`src/sv/pal_pkg.sv`:
```
package pal_pkg;

  localparam int DEPTH   = 128;
  localparam int GRP     = 16;
  localparam int NGRP    = (DEPTH + GRP - 1) / GRP;
  localparam int CNT_W   = $clog2(DEPTH + 1);
  localparam int CMP_W   = (CNT_W > 8) ? CNT_W : 8;
  localparam int GIDX_W  = $clog2(GRP);
  localparam int GSEL_W  = (NGRP > 1) ? $clog2(NGRP) : 1;
  localparam int DATA_W  = 32;
  localparam int CMD_W   = 3;
  localparam int POS_W   = 8;
  localparam int STAT_W  = 3;
  localparam int FOUND_W = 7;
  localparam int FILL_W  = 8;

  localparam logic [CMD_W-1:0] CMD_INSERT = 3'd0;
  localparam logic [CMD_W-1:0] CMD_DELETE = 3'd1;
  localparam logic [CMD_W-1:0] CMD_SEARCH = 3'd2;
  localparam logic [CMD_W-1:0] CMD_READ   = 3'd3;
  localparam logic [CMD_W-1:0] CMD_CLEAR  = 3'd4;

  localparam logic [STAT_W-1:0] ST_OK       = 3'd0;
  localparam logic [STAT_W-1:0] ST_FULL     = 3'd1;
  localparam logic [STAT_W-1:0] ST_EMPTY    = 3'd2;
  localparam logic [STAT_W-1:0] ST_BADPOS   = 3'd3;
  localparam logic [STAT_W-1:0] ST_NOTFOUND = 3'd4;

  typedef struct packed {
    logic              ld;
    logic              ins;
    logic              del;
    logic              srch;
    logic              rd;
    logic [CMP_W-1:0]  pos;
    logic [DATA_W-1:0] value;
    logic [CMP_W-1:0]  count;
  } cell_ctl_t;

  typedef struct packed {
    logic              any;
    logic [GIDX_W-1:0] idx;
    logic [DATA_W-1:0] data;
  } grp_res_t;

endpackage

```
`src/sv/pal_group.sv`:
```
module pal_group (
  input  logic                        clk,
  input  logic [pal_pkg::GRP-1:0]     hits,
  input  logic [pal_pkg::DATA_W-1:0]  data [pal_pkg::GRP],
  output pal_pkg::grp_res_t           res
);

  pal_pkg::grp_res_t res_r, res_nxt;

  // first hit in the group, and the data of hit entries (one-hot on a read)
  always_comb begin
    res_nxt.any  = |hits;
    res_nxt.idx  = '0;
    res_nxt.data = '0;
    for (int k = pal_pkg::GRP - 1; k >= 0; k--) begin
      if (hits[k]) begin
        res_nxt.idx = pal_pkg::GIDX_W'(k);
      end
    end
    for (int k = 0; k < pal_pkg::GRP; k++) begin
      res_nxt.data = res_nxt.data | (data[k] & {pal_pkg::DATA_W{hits[k]}});
    end
  end

  always_ff @(posedge clk) begin
    res_r <= res_nxt;
  end

  assign res = res_r;

endmodule

```
`config.mk`:
```
export PLATFORM = sky130hd
export DESIGN_NAME = pal_group
export DESIGN_NICKNAME = d
export VERILOG_FILES = /design/src/sv/pal_pkg.sv /design/src/sv/pal_group.sv
export SDC_FILE = /design/constraint.sdc
export NUM_CORES = 1
export LEC_CHECK = 0
export BUFFER_PORTS_ARGS = -buffer_cell sky130_fd_sc_hd__buf_2
export CAP_MARGIN = 20
export CORE_AREA = 2 2 221 223
export DETAILED_ROUTE_END_ITERATION = 16
export DIE_AREA = 0 0 223 225
export GPL_ROUTABILITY_DRIVEN = 1
export PLACE_DENSITY_LB_ADDON = 0.12
export SLEW_MARGIN = 20
export SYNTH_ARGS = -nofsm -noshare
export SYNTH_HDL_FRONTEND = slang
export SYNTH_SLANG_ARGS = --single-unit
```
`constraint.sdc`:
```
create_clock -name clk -period 0.87 [get_ports clk]
set_input_delay 0.087 -clock clk [delete_from_list [all_inputs] [get_ports clk]]
set_output_delay 0.087 -clock clk [all_outputs]
set_load 0.02 [all_outputs]
```
Word level (Yosys, flattened, before mapping)
Cells that the tools add are included.

storage, ports and cells
  register bits = 37
  output and inout port bits = 37

cells by class
  multiplexer cells = 15
  bitwise logic cells = 31
  reduce and logical (&&, ||, !) cells = 4

operator list
  cell                 count
  32-bit AND           16
  32-bit bitwise OR    15
  4-bit 2-to-1 mux     8
  16-bit OR reduction  1
  3-bit 2-to-1 mux     4
  8-bit OR reduction   1
  2-bit 2-to-1 mux     2
  4-bit OR reduction   1
  2-bit OR reduction   1
  1-bit 2-to-1 mux     1

Logic depth before layout (Yosys ltp)
Gate-level depths: netlist (run 1).

  depth in word-level cells = 16
  gate-level depth with buffers = 6
  depth with buffers taken out = 4

Worst setup path before layout (run 1)
OpenSTA, ideal clock, no wires.

  path kind = in2reg
  start = input hits[5] (netlist bit)
  end = register res_r (netlist bit res[18])
  setup time = 136 ps
  arrival = 818 ps
  slack = -84 ps
  cell stages on the path = 5
  cell sequence = buf_6 -> buf_6 -> a22o_1 -> a221oi_1 -> nand4_1

RTL lines
  element                 line             RTL
  start: declaration      pal_group.sv:3   input logic [pal_pkg::GRP-1:0] hits,
  end signal: assignment  pal_group.sv:26  res_r <= res_nxt;
  end: declaration        pal_group.sv:8   pal_pkg::grp_res_t res_r, res_nxt;

Worst setup path in the final report (run 1)
  start = register res_r (netlist bit res[12])
  end = output res[12] (netlist bit)

RTL lines
  element           line            RTL
  end: declaration  pal_group.sv:5  output pal_pkg::grp_res_t res

No word-level cell between the ends.

==> results of run 1 <==
-- metal layers --
layer  vias to the layer above  part of all wire  wire length (um)
li1                       3159                 -                 -
met3                        59             0.064              2680
met5                         -            0.0012                51
met2                       370              0.52             22000
met4                         8             0.027              1140
met1                      3314              0.39             16300
-- worst max path at each step --
stage / start / endpoint / slack (ps) / cells past startpoint
floorplan: hits[0] / res[21] / -50 / 5
global placement: hits[1] / res[9] / -470 / 6
detailed placement: hits[1] / res[9] / -510 / 6
CTS: res[12] / res[12] / -50 / 1
global route: res[12] / res[12] / -50 / 1
finish: res[12] / res[12] / -5 / 1
-- layout make-up --
class,instances,share of cell area
Sequential cell,37,0.0801
Antenna cell,1,0.000255
Inverter,4,0.00153
Tap cell,615,0.0783
Timing Repair Buffer,666,0.471
Clock buffer,7,0.0145
Clock inverter,1,0.00306
Multi-Input combinational cell,318,0.351
-- timing repair --
action,in CTS,in global routing
hold endpoints to repair,32,23
cloned,0,5
hold buffers,56,1
gates resized for setup,117,34
setup endpoints to repair,59,70
buffers inserted,0,2
pin swaps,0,64
-- metrics by stage --
step	TNS [ps]	instance area, sq um	hold WS [ps]
floorplan	-1390	4790	202
global placement	-13090	8730	311
detailed placement	-13770	8730	309
CTS	-721	9780	-46.1
global route	-616	9830	-23.7
finish	-6.27	9830	-16.8
-- report_power, final --
| part | total, mW | internal [mW] | switching (mW) |
|---|---|---|---|
| Clock | 2.45 | 1.44 | 1.01 |
| Combinational | 4.43 | 2.34 | 2.09 |
| Sequential | 1.73 | 1.72 | 0.0119 |
| Total | 8.61 | 5.51 | 3.11 |
-- layout by cell type, fill, tap and decap left out --
cell,n
buf_6,44
a21oi_1,4
buf_12,31
dlygate4sd3_1,48
dfxtp_2,37
buf_4,49
dlymetal6s4s_1,9
a31oi_1,1
a22o_1,128
nand4_1,33
nand2_1,5
clkbuf_1,1
nor2_1,6
clkbuf_16,10
a221oi_1,2
clkbuf_8,1
o31ai_1,2
o21ai_0,2
a221oi_2,122
nand3_1,1
buf_8,2
buf_2,477
a221oi_4,4
nor3b_2,1
o31a_1,1
o22a_1,1
nor2_2,3
inv_1,4
bufinv_16,1
clkbuf_4,1
diode_2,1
nor4_4,1
nor3_1,1
-- kinds of logic after synthesis --
family,after synthesis,share of synthesized area
AO/OA/AOI/OAI,267,0.598
AND/OR/NAND/NOR,51,0.0747
buffers and inverters,68,0.144
flip-flops,37,0.183
==> impl_metrics.csv, run 1 <==
group,metric,value,unit
critical_path,path_cells,"buf_6",
power,leakagePower,4.48,nW
route,drt_pre_antenna_iters,4,
route,routed_wl,42200,um
status,outcome,"complete, but fails checks",
placed_design,place.gp.congestion,0.842,
flow_run,cap_violations,0,
final_layout,drive_above_1_share,0.759,
critical_path,endpoint_kind,"output pin",
logic_synthesis,synth_cells,423,
critical_path,critical_path.top_delay_family,"flip-flops",
logic_synthesis,syn_avg_cell_area,9.58,sq um
die,coreArea,47500,sq um
sta,rsz0062_at_grt,"true",
final_layout,final_cell_count_no_fill,1649,
logic_synthesis,yosysUniqueCellTypes,22,
sta,worst_hold_slack,-16.8,ps
die,die_w,223,um
grt,overflow,0,
sta,slew_viol_final,0,
logic_synthesis,yosysMostFrequentCell,"a22o_1",
grt,grt_pass1_vias,8031,
final_layout,fill_cells,5302,
power,peakVddDrop,0.644,mV
final_layout,largest_reg_flops,37,
critical_path,crit_buf_inv,1,
placed_design,portBuffers,565,
grt,grt_pass1_wl,55600,um
die,rows,80,
hold_path,min_from,"data[404]",
final_layout,multi_input_area,3450,sq um
final_layout,layout.nets,1561,
die,dieArea,50200,sq um
grt,met1_usage,0.174,
final_layout,utilization,0.207,
placed_design,dp_cells,1621,
critical_path,path_class,"flop to output pin",
critical_path,cp_slowest_cell,"dfxtp_2",
die,die_height,225,um
hold_path,hp-class,"input port to flop",
route,vias,6910,
sta,hold_viol,14,
logic_synthesis,ys_ff_latch,37,
sta,period_share,1.01,
clock_network,cts_root_buffer,"clkbuf_16",
route,drtIter0Drc,274,
die,start_util,0.0852,
route,wire_per_inst,25.6,um
sta,maxSlewHeadroom,0.750,
grt,track_usage,0.157,
route,via_per_inst,4.19,
critical_path,crit_required,780,ps
logic_synthesis,synth_top_area_frac,0.277,
logic_synthesis,synth_top_cell_by_area,"a22o_1",
sta,setup_viol,2,
clock_network,clkTransAtPathRegs,70,ps
hold_path,holdPathStages,3,
critical_path,cp.arrival,790,ps
critical_path,start_kind,"flop",
clock_network,cts_buffer_depth,2,
grt,grt_max_degree,20,
sta,fmax,1140,MHz
logic_synthesis,yosysWarnings,0,
logic_synthesis,synth_seq_area_share,0.183,
final_layout,area_delta_synth_final,143,%
clock_network,cts.sinks,37,
route,antenna_left,0,
die,io_pins,566,
route,drc,0,
clock_network,numCtsBuffers,5,
sta,period_minus_slack,875,ps
logic_synthesis,synth_nets,952,
grt,antenna_found_initial,5,
placed_design,dpl_worst_slack,-507,ps
critical_path,critPathMaxStageDelay,350,ps
grt,met3_usage,0.0385,
power,power.density,876,nW/um^2
logic_synthesis,synth_edf_count,0,
placed_design,post-dp-hpwl,33700,um
final_layout,seqCellArea,787,sq um
sta,timing.final.ws_setup,-5.41,ps
clock_network,tritoncts,"built",
power,total_power,8.61,mW
logic_synthesis,ys.flop_type,"dfxtp_1",
grt,met2_usage,0.287,
logic_synthesis,synthTopCellsByArea,"a22o_1, a221oi_1, dfxtp_1",
clock_network,h-tree-depth,2,
sta,worst_slew_pin_slew,375,ps
logic_synthesis,ys_async_sr_fraction,0,
status,violations,"negative hold slack, negative setup slack",
hold_path,holdPathEnd,"res[20]",
grt,top_usage_layer,"met2",
critical_path,crit_path_max_fanout,1,
logic_synthesis,yosys-top-cells-count,"a22o_1, a221oi_1, dfxtp_1",
logic_synthesis,synth_area,4050,sq um
(Power assumes the default switching activity.)
==> run 2, diff against run 1 <==
--- a/config.mk
+++ b/config.mk
@@ -7,11 +7,12 @@
 export LEC_CHECK = 0
 export BUFFER_PORTS_ARGS = -buffer_cell sky130_fd_sc_hd__buf_2
 export CAP_MARGIN = 20
-export CORE_AREA = 2 2 221 223
+export CORE_AREA = 2 2 220 222
 export DETAILED_ROUTE_END_ITERATION = 16
-export DIE_AREA = 0 0 223 225
+export DIE_AREA = 0 0 222 224
 export GPL_ROUTABILITY_DRIVEN = 1
 export PLACE_DENSITY_LB_ADDON = 0.12
+export SKIP_CTS_REPAIR_TIMING = 1
 export SLEW_MARGIN = 20
 export SYNTH_ARGS = -nofsm -noshare
 export SYNTH_HDL_FRONTEND = slang
==> constraint.sdc (replaced) <==
create_clock -name clk -period 1 [get_ports clk]
set_input_delay 0.1 -clock clk [delete_from_list [all_inputs] [get_ports clk]]
set_output_delay 0.1 -clock clk [all_outputs]
set_load 0.02 [all_outputs]
==> run 2 against run 1 <==
  * The flow finishes with violations (negative hold slack)
  * Worst setup slack better by 22 ps
  * First-iteration DRC count rose by 31%
  * Routed wire length fell by 2.9%
  * Clock power fell by 20%
  * Cell area fell by 14%
  * Die area shrank 0.89%
  * Global-route usage grew 0.14 points
  * Sequential share of layout area up 0.73 points
  * Sequential cell count unchanged
  * Non-clock buffer count grew 2
  * Critical path depth grew 4
  * Largest cell class unchanged
==> impl_metrics.csv, run 2 (synthesis results as in run 1) <==
group,metric,value,unit
sta,maxSlewHeadroom,0.735,
critical_path,start_kind,"input port",
sta,fmax,1020,MHz
power,total_power,6.78,mW
sta,period_share,0.983,
die,io_pins,566,
route,vias,6976,
sta,timing.final.ws_setup,16.6,ps
critical_path,crit_buf_inv,2,
die,coreArea,47300,sq um
clock_network,cts_buffer_depth,2,
clock_network,tritoncts,"built",
grt,grt_max_degree,20,
final_layout,layout.nets,1563,
grt,grt_pass1_wl,55500,um
clock_network,clkTransAtPathRegs,80,ps
sta,tns,0,ps
placed_design,dp_cells,1636,
clock_network,numCtsBuffers,5,
die,dieArea,49700,sq um
power,switchingPower,2.47,mW
critical_path,cp_slowest_cell,"a221oi_1",
final_layout,area_delta_synth_final,109,%
power,p_comb_frac,0.491,
final_layout,fill_cells,5432,
power,switching_share,0.364,
die,die_w,222,um
placed_design,place.gp.congestion,0.891,
grt,met2_usage,0.276,
grt,met3_usage,0.0363,
critical_path,path_class,"input port to flop",
sta,period_minus_slack,983,ps
final_layout,drive_above_1_share,0.684,
die,die_height,224,um
critical_path,endpoint_kind,"flop",
sta,rsz0062_at_grt,"false",
die,start_util,0.0856,
final_layout,utilization,0.179,
critical_path,crit_required,1190,ps
critical_path,critical_path.top_delay_family,"compound AO/OA/AOI/OAI gates",
power,leakagePower,4.06,nW
final_layout,diodes,0,
route,via_per_inst,4.23,
grt,met1_usage,0.194,
placed_design,post-dp-hpwl,34000,um
clock_network,cts_root_buffer,"clkbuf_16",
final_layout,final_common_cell,"buf_2",
placed_design,dpl_worst_slack,-424,ps
route,wire_per_inst,24.9,um
critical_path,critPathMaxStageDelay,290,ps
status,outcome,"complete, but fails checks",
placed_design,placed_cell_area,8150,sq um
sta,hold_viol,2,
power,clkPwrFrac,0.288,
grt,top_usage_layer,"met2",
critical_path,crit_path_max_fanout,17,
route,drtIter0Drc,360,
route,drc,0,
status,violations,"negative hold slack",
critical_path,cp.arrival,1180,ps
hold_path,hp-class,"input port to flop",
clock_network,cts.sinks,37,
sta,worst_hold_slack,-1.69,ps
route,drt_pre_antenna_iters,4,
power,peakVddDrop,0.549,mV
power,power.share.sequential,0.221,
final_layout,largest_reg_flops,37,
critical_path,path_cells,"clkbuf_4 -> buf_12 -> a22o_1 -> a221oi_1 -> nand4_1",
route,antenna_left,0,
die,rows,80,
grt,grt_pass1_vias,7641,
sta,worst_slew_pin_slew,397,ps
grt,overflow,0,
final_layout,layout_common_cells,"buf_2, a22o_1, a221oi_1, buf_4, dfxtp_1",
sta,setup_viol,0,
flow_run,cap_violations,0,
route,routed_wl,41000,um
grt,track_usage,0.158,
clock_network,h-tree-depth,2,
power,power.density,799,nW/um^2
sta,slew_viol_final,0,
grt,antenna_found_initial,9,
final_layout,finalInstanceArea,8490,sq um
placed_design,portBuffers,565,
power,internal-power,4.31,mW
final_layout,final_cell_count_no_fill,1650,
[run 2: cell types whose count changed in the layout (fill, tap and decap cells not counted), sizes merged, moves of 4 or more]
cell and change:
dlymetal6s4s -9, clkbuf -4, dlygate4sd3 -42, buf +57
[run 2: area by class of cell]
type                    instances  area [sq um]  area share
flip-flops and latches         37           742      0.0874
clock inverters                 1          5.00    0.000590
inverters                       4          15.0     0.00177
multi-input cells             318          2830       0.334
clock buffers                   7           153      0.0180
well taps                     615           769      0.0907
repair buffers                668          3970       0.468
[run 2: metal layers]
metal  up-vias  part of all wire
li1       3169                 -
met1      3383              0.42
met2       360              0.49
met3        52             0.066
met4        12             0.021
met5         -            0.0019
[run 2: final timing paths]
check,startpoint,slack [ps],end,cells past startpoint
max,hits[6],20,res[2],5
min,data[188],-2,res[28],3
[run 2: power groups by stage]
stage	registers (mW)	clock network [mW]	logic, mW
finish	1.50	1.95	3.33
floorplan	1.56	0	1.22
detailed placement	1.53	0	3.27
CTS	1.50	2.11	3.28
global route	1.50	2.12	3.57
global placement	1.53	0	3.27
