<file path="src/sv/pal_pkg.sv">
package pal_pkg;

  localparam int DEPTH   = 128;
  localparam int GRP     = 16;
  localparam int NGRP    = (DEPTH + GRP - 1) / GRP;
  localparam int CNT_W   = $clog2(DEPTH + 1);
  localparam int CMP_W   = (CNT_W > 8) ? CNT_W : 8;
  localparam int GIDX_W  = $clog2(GRP);
  localparam int GSEL_W  = (NGRP > 1) ? $clog2(NGRP) : 1;
  localparam int DATA_W  = 32;
  localparam int CMD_W   = 3;
  localparam int POS_W   = 8;
  localparam int STAT_W  = 3;
  localparam int FOUND_W = 7;
  localparam int FILL_W  = 8;

  localparam logic [CMD_W-1:0] CMD_INSERT = 3'd0;
  localparam logic [CMD_W-1:0] CMD_DELETE = 3'd1;
  localparam logic [CMD_W-1:0] CMD_SEARCH = 3'd2;
  localparam logic [CMD_W-1:0] CMD_READ   = 3'd3;
  localparam logic [CMD_W-1:0] CMD_CLEAR  = 3'd4;

  localparam logic [STAT_W-1:0] ST_OK       = 3'd0;
  localparam logic [STAT_W-1:0] ST_FULL     = 3'd1;
  localparam logic [STAT_W-1:0] ST_EMPTY    = 3'd2;
  localparam logic [STAT_W-1:0] ST_BADPOS   = 3'd3;
  localparam logic [STAT_W-1:0] ST_NOTFOUND = 3'd4;

  typedef struct packed {
    logic              ld;
    logic              ins;
    logic              del;
    logic              srch;
    logic              rd;
    logic [CMP_W-1:0]  pos;
    logic [DATA_W-1:0] value;
    logic [CMP_W-1:0]  count;
  } cell_ctl_t;

  typedef struct packed {
    logic              any;
    logic [GIDX_W-1:0] idx;
    logic [DATA_W-1:0] data;
  } grp_res_t;

endpackage

</file>
<file path="src/sv/pal_cell.sv">
module pal_cell (
  input  logic                         clk,
  input  pal_pkg::cell_ctl_t           ctl,
  input  logic [pal_pkg::CMP_W-1:0]    idx,
  input  logic [pal_pkg::DATA_W-1:0]   left,
  input  logic [pal_pkg::DATA_W-1:0]   right,
  output logic [pal_pkg::DATA_W-1:0]   entry,
  output logic                         hit
);

  logic [pal_pkg::DATA_W-1:0] entry_r, entry_nxt;
  logic                       hit_r, hit_nxt;

  always_comb begin
    entry_nxt = entry_r;
    if (ctl.ins) begin
      if (idx == ctl.pos) begin
        entry_nxt = ctl.value;
      end else if (idx > ctl.pos) begin
        entry_nxt = left;
      end
    end else if (ctl.del && (idx >= ctl.pos)) begin
      entry_nxt = right;
    end
  end

  // hit: search match inside the list, or the addressed entry of a read
  always_comb begin
    hit_nxt = hit_r;
    if (ctl.ld) begin
      hit_nxt = (ctl.srch && (entry_r == ctl.value) && (idx < ctl.count)) ||
                (ctl.rd && (idx == ctl.pos));
    end
  end

  always_ff @(posedge clk) begin
    entry_r <= entry_nxt;
    hit_r   <= hit_nxt;
  end

  assign entry = entry_r;
  assign hit   = hit_r;

endmodule

</file>
<file path="config.mk">
export PLATFORM = sky130hd
export DESIGN_NAME = pal_cell
export DESIGN_NICKNAME = d
export VERILOG_FILES = /design/src/sv/pal_pkg.sv /design/src/sv/pal_cell.sv
export SDC_FILE = /design/constraint.sdc
export NUM_CORES = 1
export LEC_CHECK = 0
export BUFFER_PORTS_ARGS = -buffer_cell sky130_fd_sc_hd__buf_2
export CAP_MARGIN = 40
export CORE_ASPECT_RATIO = 0.5
export CORE_MARGIN = 2
export CORE_UTILIZATION = 39
export CTS_CLUSTER_SIZE = 30
export DETAILED_ROUTE_END_ITERATION = 7
export PLACE_DENSITY = 0.85
export SLEW_MARGIN = 0
export SYNTH_ARGS = -nofsm -noshare
export SYNTH_HDL_FRONTEND = slang
export SYNTH_SLANG_ARGS = --single-unit
</file>
<file path="constraint.sdc">
create_clock -name clk -period 3.6 [get_ports clk]
set_input_delay 0.36 -clock clk [delete_from_list [all_inputs] [get_ports clk]]
set_output_delay 0.36 -clock clk [all_outputs]
set_load 0.02 [all_outputs]
</file>
---- After elaboration in Yosys (flattened, before gate mapping) ----
Cells that the tools add are included.
operators by class
  reductions and logical operators ........ 7
  order comparisons ....................... 3
  muxes and demuxes ....................... 4
  equality and inequality tests ........... 3
operators with widths
  operator                                                          number
  32-bit two-way mux                                                4
  32-bit equality test                                              1
  8-bit equality test                                               1
  8-bit >= comparator                                               1
  8-bit greater-than comparator                                     1
  8-bit less-than comparator                                        1
  1-bit logical AND                                                 4
  3-bit by 1-bit != test with 1-bit output (second input constant)  1
  2-bit AND reduction                                               1
  2-bit nonzero test                                                1
  1-bit logical OR                                                  1
word-level totals
  output and inout port bits .............. 33
  bits of input ports ..................... 126
  logic and storage cells ................. 19
  register bits ........................... 33

---- Longest topological paths before layout ----
Gate-level depths: netlist of run 1.
  depth in word-level cells ............... 4
  mapped depth ............................ 7
  depth with buffers taken out ............ 7

---- Worst setup path before layout of run 1 ----
Ideal clock, no wire load.
  path kind ............................... input -> register
  start ................................... in ctl[45] (netlist name)
  end ..................................... reg entry_r, in the netlist entry[0] (enable)
  arrival time ............................ 2.950 ns
  setup slack ............................. 0.210 ns
  setup time .............................. 0.441 ns
  buffers on the path ..................... 1
  stages .................................. 7
  path through ............................ inv_1 -> ha_1 -> nand4_4 -> nor2_8 -> buf_12 -> nor2_1 -> a31oi_1
between the ends
  word-level cells in the longest chain between the ends .. 4
ends and longest elaborated chain
  what                                      line            source
  start: declaration                        pal_cell.sv:3   input pal_pkg::cell_ctl_t ctl,
  8-bit >= comparator                       pal_cell.sv:22  end else if (ctl.del && (idx >= ctl.pos)) begin
  1-bit logical AND                         pal_cell.sv:22
  2-bit nonzero test (no source line)       n/a
  2-bit AND reduction (no source line) (*)  n/a
  end signal: assignment                    pal_cell.sv:37  entry_r <= entry_nxt;
  end: declaration                          pal_cell.sv:11  logic [pal_pkg::DATA_W-1:0] entry_r, entry_nxt;
Every way passes the cells marked *; elsewhere a longest branch is shown, timed or not.
A chain may end at the register's enable or synchronous reset.

---- Final worst setup path of run 1 ----
  start ................................... in idx[5] (netlist name)
  end ..................................... reg entry_r, in the netlist entry[0] (enable)
between the ends
  word-level cells in the longest chain between the ends .. 4
ends and longest elaborated chain
  what                                      line            source
  start: declaration                        pal_cell.sv:4   input logic [pal_pkg::CMP_W-1:0] idx,
  8-bit >= comparator                       pal_cell.sv:22
  1-bit logical AND                         pal_cell.sv:22
  2-bit nonzero test (no source line)       n/a
  2-bit AND reduction (no source line) (*)  n/a
Marked as above.

==> results of run 1 <==
## logic make-up after synthesis
| group | share of synthesized area |
|---|---|
| buffers and inverters | 0.0706 |
| flip-flops | 0.397 |
| AND/OR/NAND/NOR | 0.123 |
| AO/OA/AOI/OAI | 0.0941 |
| adder cells (fa/ha/maj) | 0.0751 |
| multiplexers | 0.128 |
| XOR/XNOR | 0.112 |
## power groups by stage
stage	Clock (uW)	Combinational [uW]	Sequential (uW)
2_1_floorplan	0	149	603
3_3_place_gp	0	381	530
3_5_place_dp	0	385	533
4_1_cts	477	388	527
5_1_grt	499	421	533
6_report	471	387	526
## registers in the layout, indices dropped and copies added, names as in the netlist
name,cells
entry,32
hit,1
## worst max-delay path by stage
| stage | end | cells past startpoint | slack (ns) |
|---|---|---|---|
| after detailed placement | entry[9] | 7 | 1.21 |
| after CTS | entry[17] | 7 | 1.49 |
| after global placement | entry[6] | 7 | 1.24 |
| final | entry[0] | 7 | 1.49 |
| after global routing | entry[4] | 8 | 1.38 |
| after floorplan | entry[0] | 7 | 0.21 |
## layout make-up
class	count	area [um2]
fill	551	2650
multi-input combinational	179	1350
sequential	33	991
timing repair buffer	161	813
clock buffer	5	125
tap	88	110
inverter	15	56.3
clock inverter	3	41.3
## placed cells by master, fill, tap and decap left out, types with 5 or more instances in the layout
cell and n:
ha_1 15, inv_1 15, a21oi_1 34, mux2i_1 32, clkbuf_16 5, edfxtp_1 33, xnor2_1 20, nor2_1 35
xor2_1 12, nand4_1 6, buf_2 158
## per-layer routing
layer,track usage,wire length (um)
met5,0,0
met4,0.0739,174
met3,0.0500,346
met2,0.342,3430
met1,0.224,2820
## worst max-delay path, cell delays in order
cell and delay [ns]:
buf_2 0.11, ha_1 0.33, nand4_4 0.15, nor2_8 0.37
nor2_1 0.13, a31oi_4 0.19, buf_4 0.38
## through the flow
step           hold slack (ns)   util  worst slack, ns  std cells  power (uW)
2_1_floorplan            0.472      -            0.210        237         751
3_3_place_gp             0.570  0.541             1.24        476         910
3_5_place_dp             0.566  0.541             1.21        476         917
4_1_cts                  0.286  0.568             1.49        484        1390
5_1_grt                  0.288  0.568             1.38        484        1450
6_report                 0.287  0.568             1.49        484        1380
==> flow_metrics.env, run 1 <==
export IMPL_critPathMaxFanout=32
export IMPL_finalCritPeriodShare=0.586
export IMPL_hold_end="hit"
export IMPL_r2r_slack_ns=1.92
export IMPL_intPower_uw=981
export IMPL_min_from="ctl[52]"
export IMPL_synthTopCellsByArea="edfxtp_1, mux2i_1, ha_1, xnor2_1, a21oi_1"
export IMPL_track_usage=0.191
export IMPL_grt_ovfl_total=0
export IMPL_ir_drop_mv=0.183
export IMPL_grt_max_degree=65
export IMPL_ys_seq_area_frac=0.397
export IMPL_cts_resized_gates=0
export IMPL_grt_pass1_wl_um=10100
export IMPL_numCtsBuffers=5
export IMPL_post_synth_top_count_cell="nor2_1"
export IMPL_cts_tree="yes"
export IMPL_cts_hold_buf=0
export IMPL_finalSetupViolCount=0
export IMPL_routed_wl_um=6770
export IMPL_synthToLayoutAreaGrowth_pct=39.4
export IMPL_timing_rr_end="hit"
export IMPL_maxSlewHeadroom=0.607
export IMPL_vias_per_cell=4.77
export IMPL_die_area_mm2=0.00710
export IMPL_grt_pass1_vias=2258
export IMPL_path_clk_slew_ns=0.05
export IMPL_tightest_slew_ns=0.589
export IMPL_post_dp_cell_area_mm2=0.00332
export IMPL_syn_nets=378
export IMPL_rsz0062_at_grt="no"
export IMPL_worst_clock_skew_ns=0.00334
export IMPL_yosys_most_used_dff="edfxtp_1"
export IMPL_drive_gt1_frac=0.437
export IMPL_cts_path_max_buffers=2
export IMPL_period_needed_ns=2.11
export IMPL_cp_end_kind="register"
export IMPL_yosysWarnings=0
export IMPL_hold_violations=0
export IMPL_p_seq_frac=0.380
export IMPL_drt_first_pass_iters=4
export IMPL_wire_per_inst_um=14.0
export IMPL_place_hpwl_um=5540
export IMPL_n_antenna_cell=0
export IMPL_cp_data_arrival_time_ns=2.04
export IMPL_slew_viol_final=0
export IMPL_critPathKind="primary input to register"
export IMPL_syn_inst=237
export IMPL_synth_top_area_frac=0.397
export IMPL_synth_async_reset_ratio=0
export IMPL_io_buffers=158
export IMPL_num_rows=20
export IMPL_yosysUniqueCellTypes=30
export IMPL_synth_edf_count=33
export IMPL_min_path_type="primary input to register"
export IMPL_syn_avg_cell_area_um2=10.5
export IMPL_fin_tns_setup_ns=0
export IMPL_r2r_cells=5
export IMPL_clockRootBuffer="clkbuf_16"
export IMPL_p_per_area_mw_per_mm2=397
export IMPL_synth_top_cells_by_count="nor2_1, a21oi_1, edfxtp_1"
export IMPL_fin_area_mm2=0.00348
export IMPL_clock_latency_ns=0.27
export IMPL_drc=0
export IMPL_gp_congestion=0.846
export IMPL_max_cap_violations=0
export IMPL_die_w_um=117
export IMPL_syn_area_mm2=0.00250
export IMPL_ioPinCount=159
export IMPL_vias=2309
export IMPL_clkPwrFrac=0.340
export IMPL_ant_nets=0
export IMPL_antenna_found_initial=0
export IMPL_cts_setup_buffers=0
export IMPL_htreeDepth=2
export IMPL_p_leak_uw=0.00156
export IMPL_nets=536
export IMPL_status="completed"
export IMPL_die_y_um=60.6
export IMPL_cp_start_kind="primary input"
export IMPL_p_comb_frac=0.280
export IMPL_switching_share=0.291
export IMPL_max_freq_mhz=474
export IMPL_drt_initial_drc_count=154
export IMPL_cts_num_sinks=33
export IMPL_yosysTopAreaCell="edfxtp_1"
export IMPL_rr_startpoint="entry[13]"
export IMPL_required_ns=3.53
export IMPL_start_util=0.408
export IMPL_cp_startpoint="idx[5]"
export IMPL_core_mm2=0.00613
export IMPL_whs_path_depth=1
export IMPL_p_sw_uw=403
export IMPL_synth_seq_cells=33
Power figures use the tool's default switching activity.
==> run 2, diff against run 1 <==
--- a/config.mk
+++ b/config.mk
@@ -5,14 +5,15 @@
 export SDC_FILE = /design/constraint.sdc
 export NUM_CORES = 1
 export LEC_CHECK = 0
+export ABC_AREA = 1
 export BUFFER_PORTS_ARGS = -buffer_cell sky130_fd_sc_hd__buf_2
 export CAP_MARGIN = 40
 export CORE_ASPECT_RATIO = 0.5
 export CORE_MARGIN = 2
-export CORE_UTILIZATION = 39
+export CORE_UTILIZATION = 40
 export CTS_CLUSTER_SIZE = 30
 export DETAILED_ROUTE_END_ITERATION = 7
-export PLACE_DENSITY = 0.85
+export PLACE_DENSITY = 0.86
 export SLEW_MARGIN = 0
 export SYNTH_ARGS = -nofsm -noshare
 export SYNTH_HDL_FRONTEND = slang
==> constraint.sdc (replaced) <==
create_clock -name clk -period 1.9 [get_ports clk]
set_input_delay 0.19 -clock clk [delete_from_list [all_inputs] [get_ports clk]]
set_output_delay 0.19 -clock clk [all_outputs]
set_load 0.02 [all_outputs]
==> flow_metrics.env, run 2 <==
export IMPL_status="completed"
export IMPL_grt_pass1_wl_um=11100
export IMPL_max_freq_mhz=693
export IMPL_synth_async_reset_ratio=0
export IMPL_hold_slack_ns=0.113
export IMPL_slew_viol_final=0
export IMPL_cts_tree="yes"
export IMPL_vias_per_cell=4.57
export IMPL_fin_area_mm2=0.00365
export IMPL_ant_nets=0
export IMPL_yosysUniqueCellTypes=20
export IMPL_setup_ws_ns=0.458
export IMPL_p_per_area_mw_per_mm2=694
export IMPL_syn_inst=373
export IMPL_drive_gt1_frac=0.331
export IMPL_cts_setup_buffers=0
export IMPL_min_from="ctl[52]"
export IMPL_synth_top_area_frac=0.378
export IMPL_p_leak_uw=0.00198
export IMPL_synthToLayoutAreaGrowth_pct=39.6
export IMPL_cp_start_kind="primary input"
export IMPL_track_usage=0.194
export IMPL_routed_wl_um=7110
export IMPL_dp_slack_ns=0.163
export IMPL_synthTopCellsByArea="edfxtp_1, nand2_1, nor2_1, a31oi_1, inv_1"
export IMPL_clockRootBuffer="clkbuf_16"
export IMPL_layout_commonest_cell="buf_2"
export IMPL_antenna_found_initial=0
export IMPL_p_sw_uw=799
export IMPL_die_y_um=61.2
export IMPL_cp_data_arrival_time_ns=1.44
export IMPL_drt_initial_drc_count=117
export IMPL_ys_seq_area_frac=0.378
export IMPL_htreeDepth=2
export IMPL_synth_edf_count=33
export IMPL_numCtsBuffers=5
export IMPL_p_comb_frac=0.309
export IMPL_clock_latency_ns=0.27
export IMPL_cp_startpoint="ctl[47]"
export IMPL_switching_share=0.315
export IMPL_period_needed_ns=1.44
export IMPL_final_cells=619
export IMPL_critPathMaxFanout=20
export IMPL_rr_startpoint="entry[21]"
export IMPL_drt_first_pass_iters=4
export IMPL_yosysTopAreaCell="edfxtp_1"
export IMPL_core_mm2=0.00621
export IMPL_cts_path_max_buffers=2
export IMPL_wire_per_inst_um=11.5
export IMPL_placed_cells=611
export IMPL_yosysWarnings=0
export IMPL_layout_common_cells="buf_2, nand2_1, nor2_1"
export IMPL_grt_ovfl_total=0
export IMPL_worst_clock_skew_ns=0.00561
export IMPL_grt_max_degree=33
export IMPL_start_util=0.422
export IMPL_gp_congestion=0.805
export IMPL_synth_top_cells_by_count="nand2_1, nor2_1, inv_1"
export IMPL_place_hpwl_um=5820
export IMPL_drc=0
export IMPL_syn_avg_cell_area_um2=7.02
export IMPL_nets=671
export IMPL_yosys_most_used_dff="edfxtp_1"
export IMPL_cp_end_kind="register"
export IMPL_p_seq_frac=0.395
export IMPL_largest_reg_flops=32
export IMPL_die_area_mm2=0.00725
export IMPL_num_rows=20
export IMPL_post_synth_top_count_cell="nand2_1"
export IMPL_max_cap_violations=0
export IMPL_ioPinCount=159
export IMPL_post_dp_cell_area_mm2=0.00352
export IMPL_maxSlewHeadroom=0.775
export IMPL_tightest_slew_ns=0.338
export IMPL_cts_resized_gates=0
export IMPL_required_ns=1.90
export IMPL_die_w_um=118
export IMPL_n_antenna_cell=0
export IMPL_cts_num_sinks=33
export IMPL_grt_pass1_vias=2606
export IMPL_hold_violations=0
export IMPL_intPower_uw=1740
export IMPL_synth_seq_cells=33
export IMPL_path_clk_slew_ns=0.05
export IMPL_ir_drop_mv=0.381
export IMPL_cts_hold_buf=0
export IMPL_critPathKind="primary input to register"
export IMPL_syn_area_mm2=0.00262
export IMPL_vias=2827
export IMPL_finalCritPeriodShare=0.759
export IMPL_fin_tns_setup_ns=0
export IMPL_io_buffers=158
export IMPL_rsz0062_at_grt="no"
export IMPL_finalSetupViolCount=0
export IMPL_clkPwrFrac=0.296
export IMPL_min_path_type="primary input to register"
export IMPL_syn_nets=514
-- run 2: cell count changes in the layout (fill, tap and decap cells not counted), sizes merged, moves of 7 or more --
cell | previous run | this run
a21oi | 34 | 8
a31oi | 1 | 32
inv | 15 | 51
mux2i | 32 | 0
nand2 | 1 | 140
nand4 | 8 | 1
nor2 | 36 | 58
xnor2 | 20 | 13
xor2 | 12 | 1
-- run 2: final cells by class --
cell class	instances	area (um2)
Clock buffer	5	125
Clock inverter	3	12.5
Fill cell	622	2550
Inverter	52	196
Multi-Input combinational cell	275	1370
Sequential cell	33	991
Tap cell	88	110
Timing Repair Buffer	163	853
-- run 2: logic make-up after synthesis --
kind of cell               after synthesis  share of synthesized area
xor gates and xnor gates                14                     0.0468
AOI/OAI and AO/OA                       43                     0.0975
buffers and inverters                   65                      0.104
and+or+nand+nor                        203                      0.301
DFF                                     33                      0.378
adders and majority gates               15                     0.0717
-- run 2: power groups by stage --
stage          sequential, uW  combinational (uW)  clock, uW
4_1_cts                  1000                 791        763
6_report                 1000                 783        750
2_1_floorplan            1150                 319          0
3_3_place_gp             1010                 776          0
5_1_grt                  1020                 872        799
3_5_place_dp             1020                 788          0
-- run 2: worst paths after layout --
path	endpoint	slack, ns	cells past startpoint
setup reg to reg	hit	0.61	7
setup / recovery	entry[30]	0.46	10
hold reg to reg	hit	0.87	7
hold / removal	hit	0.11	1
-- run 2: metal layers --
metal,share of wire,GRT usage,vias to the layer above
met5,0,0,-
met4,0.011,0.0629,0
met3,0.048,0.0287,8
met2,0.50,0.372,78
met1,0.44,0.234,1239
li1,-,-,1502
-- run 2: worst max-delay path, stage by stage --
cell and delay (ns):
buf_2 0.08, inv_1 0.03, ha_1 0.29, nand2_1 0.14, nor2_4 0.05, nand2_4 0.08
clkinv_2 0.21, buf_12 0.23, nand2_1 0.06, a31oi_1 0.08
-- run 2: per-stage QoR --
step           power, uW  utilization
6_report            2540        0.589
5_1_grt             2690        0.589
4_1_cts             2560        0.589
3_5_place_dp        1800        0.567
3_3_place_gp        1790        0.567
2_1_floorplan       1470            -
==> run 3, diff against run 2 <==
--- a/config.mk
+++ b/config.mk
@@ -10,10 +10,10 @@
 export CAP_MARGIN = 40
 export CORE_ASPECT_RATIO = 0.5
 export CORE_MARGIN = 2
-export CORE_UTILIZATION = 40
+export CORE_UTILIZATION = 44
 export CTS_CLUSTER_SIZE = 30
 export DETAILED_ROUTE_END_ITERATION = 7
-export PLACE_DENSITY = 0.86
+export PLACE_DENSITY = 0.89
 export SLEW_MARGIN = 0
 export SYNTH_ARGS = -nofsm -noshare
 export SYNTH_HDL_FRONTEND = slang
==> constraint.sdc (replaced) <==
create_clock -name clk -period 1.4 [get_ports clk]
set_input_delay 0.14 -clock clk [delete_from_list [all_inputs] [get_ports clk]]
set_output_delay 0.14 -clock clk [all_outputs]
set_load 0.02 [all_outputs]
==> flow_metrics.env, run 3 (synthesized netlist as in run 2, its figures left out) <==
export IMPL_required_ns=1.54
export IMPL_cts_num_sinks=33
export IMPL_routed_wl_um=7560
export IMPL_seqCellArea_um2=991
export IMPL_n_antenna_cell=0
export IMPL_clockRootBuffer="clkbuf_16"
export IMPL_cp_end_kind="register"
export IMPL_synthToLayoutAreaGrowth_pct=48.1
export IMPL_cts_tree="yes"
export IMPL_drt_first_pass_iters=6
export IMPL_p_leak_uw=0.00205
export IMPL_maxSlewHeadroom=0.810
export IMPL_grt_ovfl_total=0
export IMPL_vias=2940
export IMPL_largest_reg_flops=32
export IMPL_gp_congestion=0.891
export IMPL_drt_initial_drc_count=204
export IMPL_ant_nets=0
export IMPL_clock_latency_ns=0.27
export IMPL_drc=5
export IMPL_final_cells=615
export IMPL_min_path_type="primary input to register"
export IMPL_layout_common_cells="buf_2, nand2_1, nor2_1"
export IMPL_ir_drop_mv=0.583
export IMPL_htreeDepth=2
export IMPL_cp_data_arrival_time_ns=1.48
export IMPL_io_buffers=158
export IMPL_layout_commonest_cell="buf_2"
export IMPL_num_rows=19
export IMPL_critPathKind="register to register"
export IMPL_finalSetupViolCount=0
export IMPL_max_freq_mhz=748
export IMPL_tightest_slew_ns=0.282
export IMPL_die_w_um=113
export IMPL_switching_share=0.315
export IMPL_core_mm2=0.00561
export IMPL_fin_area_mm2=0.00388
export IMPL_status="complete, but fails checks"
export IMPL_cts_path_max_buffers=2
export IMPL_wire_per_inst_um=12.3
export IMPL_power_uw=3520
export IMPL_rsz0062_at_grt="no"
export IMPL_p_seq_frac=0.389
export IMPL_die_area_mm2=0.00662
export IMPL_path_clk_slew_ns=0.05
export IMPL_grt_pass1_wl_um=12100
export IMPL_grt_pass1_vias=2768
export IMPL_nets=683
export IMPL_grt_max_degree=25
export IMPL_slew_viol_final=0
export IMPL_critPathMaxFanout=2
export IMPL_post_dp_cell_area_mm2=0.00375
export IMPL_p_sw_uw=1110
export IMPL_finalCritPeriodShare=0.955
export IMPL_vias_per_cell=4.78
export IMPL_violations="DRC"
export IMPL_numCtsBuffers=5
export IMPL_multi_input_area_mm2=0.00148
export IMPL_place_hpwl_um=6280
export IMPL_p_comb_frac=0.328
export IMPL_antenna_found_initial=0
export IMPL_postLayoutCoreUtil=0.691
export IMPL_placed_cells=608
export IMPL_clkPwrFrac=0.284
export IMPL_fin_tns_setup_ns=0
export IMPL_p_per_area_mw_per_mm2=908
export IMPL_drive_gt1_frac=0.380
export IMPL_period_needed_ns=1.34
export IMPL_die_y_um=58.6
export IMPL_cp_start_kind="register"
export IMPL_cts_resized_gates=0
export IMPL_max_cap_violations=0
export IMPL_hold_violations=0
export IMPL_ioPinCount=159
export IMPL_worst_clock_skew_ns=0.00292
export IMPL_start_util=0.467
export IMPL_final_fill_count=456
export IMPL_intPower_uw=2410
export IMPL_track_usage=0.230
==> run 3: cell count changes in the layout (fill, tap and decap cells not counted), moves of 4 or more <==
cell	previous run	this run
buf_4	3	13
inv_1	51	43
ha_1	15	8
ha_4	0	7
inv_2	0	4
nand2_1	139	135
==> run 3: worst max-delay path: stages, from the launching register on <==
cell      delay (ns)
edfxtp_1        0.41
xnor2_1         0.28
nand2_1         0.10
nor2_1          0.10
nand2_1         0.08
nor2_1          0.13
nand2_1         0.06
nand2_1         0.05
==> run 3: power by group through the flow <==
| stage | clock [uW] | combinational, uW | sequential, uW |
|---|---|---|---|
| 6_report | 999 | 1150 | 1370 |
| 5_1_grt | 1050 | 1280 | 1390 |
| 4_1_cts | 1010 | 1160 | 1370 |
| 3_5_place_dp | 0 | 1160 | 1380 |
| 3_3_place_gp | 0 | 1130 | 1380 |
| 2_1_floorplan | 0 | 476 | 1560 |
==> run 3: per-stage QoR <==
step	setup slack, ns	hold WS [ns]
final	0.0623	0.0635
after floorplan	-0.380	0.252
after global routing	0.00433	0.0645
after global placement	-0.238	0.338
after detailed placement	-0.231	0.340
after CTS	0.0468	0.0589
==> run 3: layout make-up <==
cell class                 count  area share
clock buffer                   6      0.0332
clock inverter                 1    0.000968
inverter                      52      0.0558
multi-input combinational    275       0.381
sequential                    33       0.255
tap                           73      0.0235
timing repair buffer         175       0.250
==> run 3: routing by layer <==
| metal | global-route usage | wire, um | part of all wire |
|---|---|---|---|
| met1 | 0.285 | 3200 | 0.42 |
| met2 | 0.434 | 3880 | 0.51 |
| met3 | 0.0391 | 405 | 0.054 |
| met4 | 0.0436 | 68 | 0.0090 |
| met5 | 0 | 0 | 0 |
==> run 3: final timing paths <==
check | endpoint | slack (ns) | cells after the start | startpoint
setup / recovery | hit | 0.06 | 7 | entry[20]
hold / removal | hit | 0.06 | 1 | ctl[52]
setup reg to reg | hit | 0.06 | 7 | entry[20]
hold reg to reg | hit | 0.87 | 7 | entry[31]
==> run 3: timing repair <==
item	CTS	global route
hold buffers	0	0
buffers inserted	0	0
setup endpoints to repair	0	15
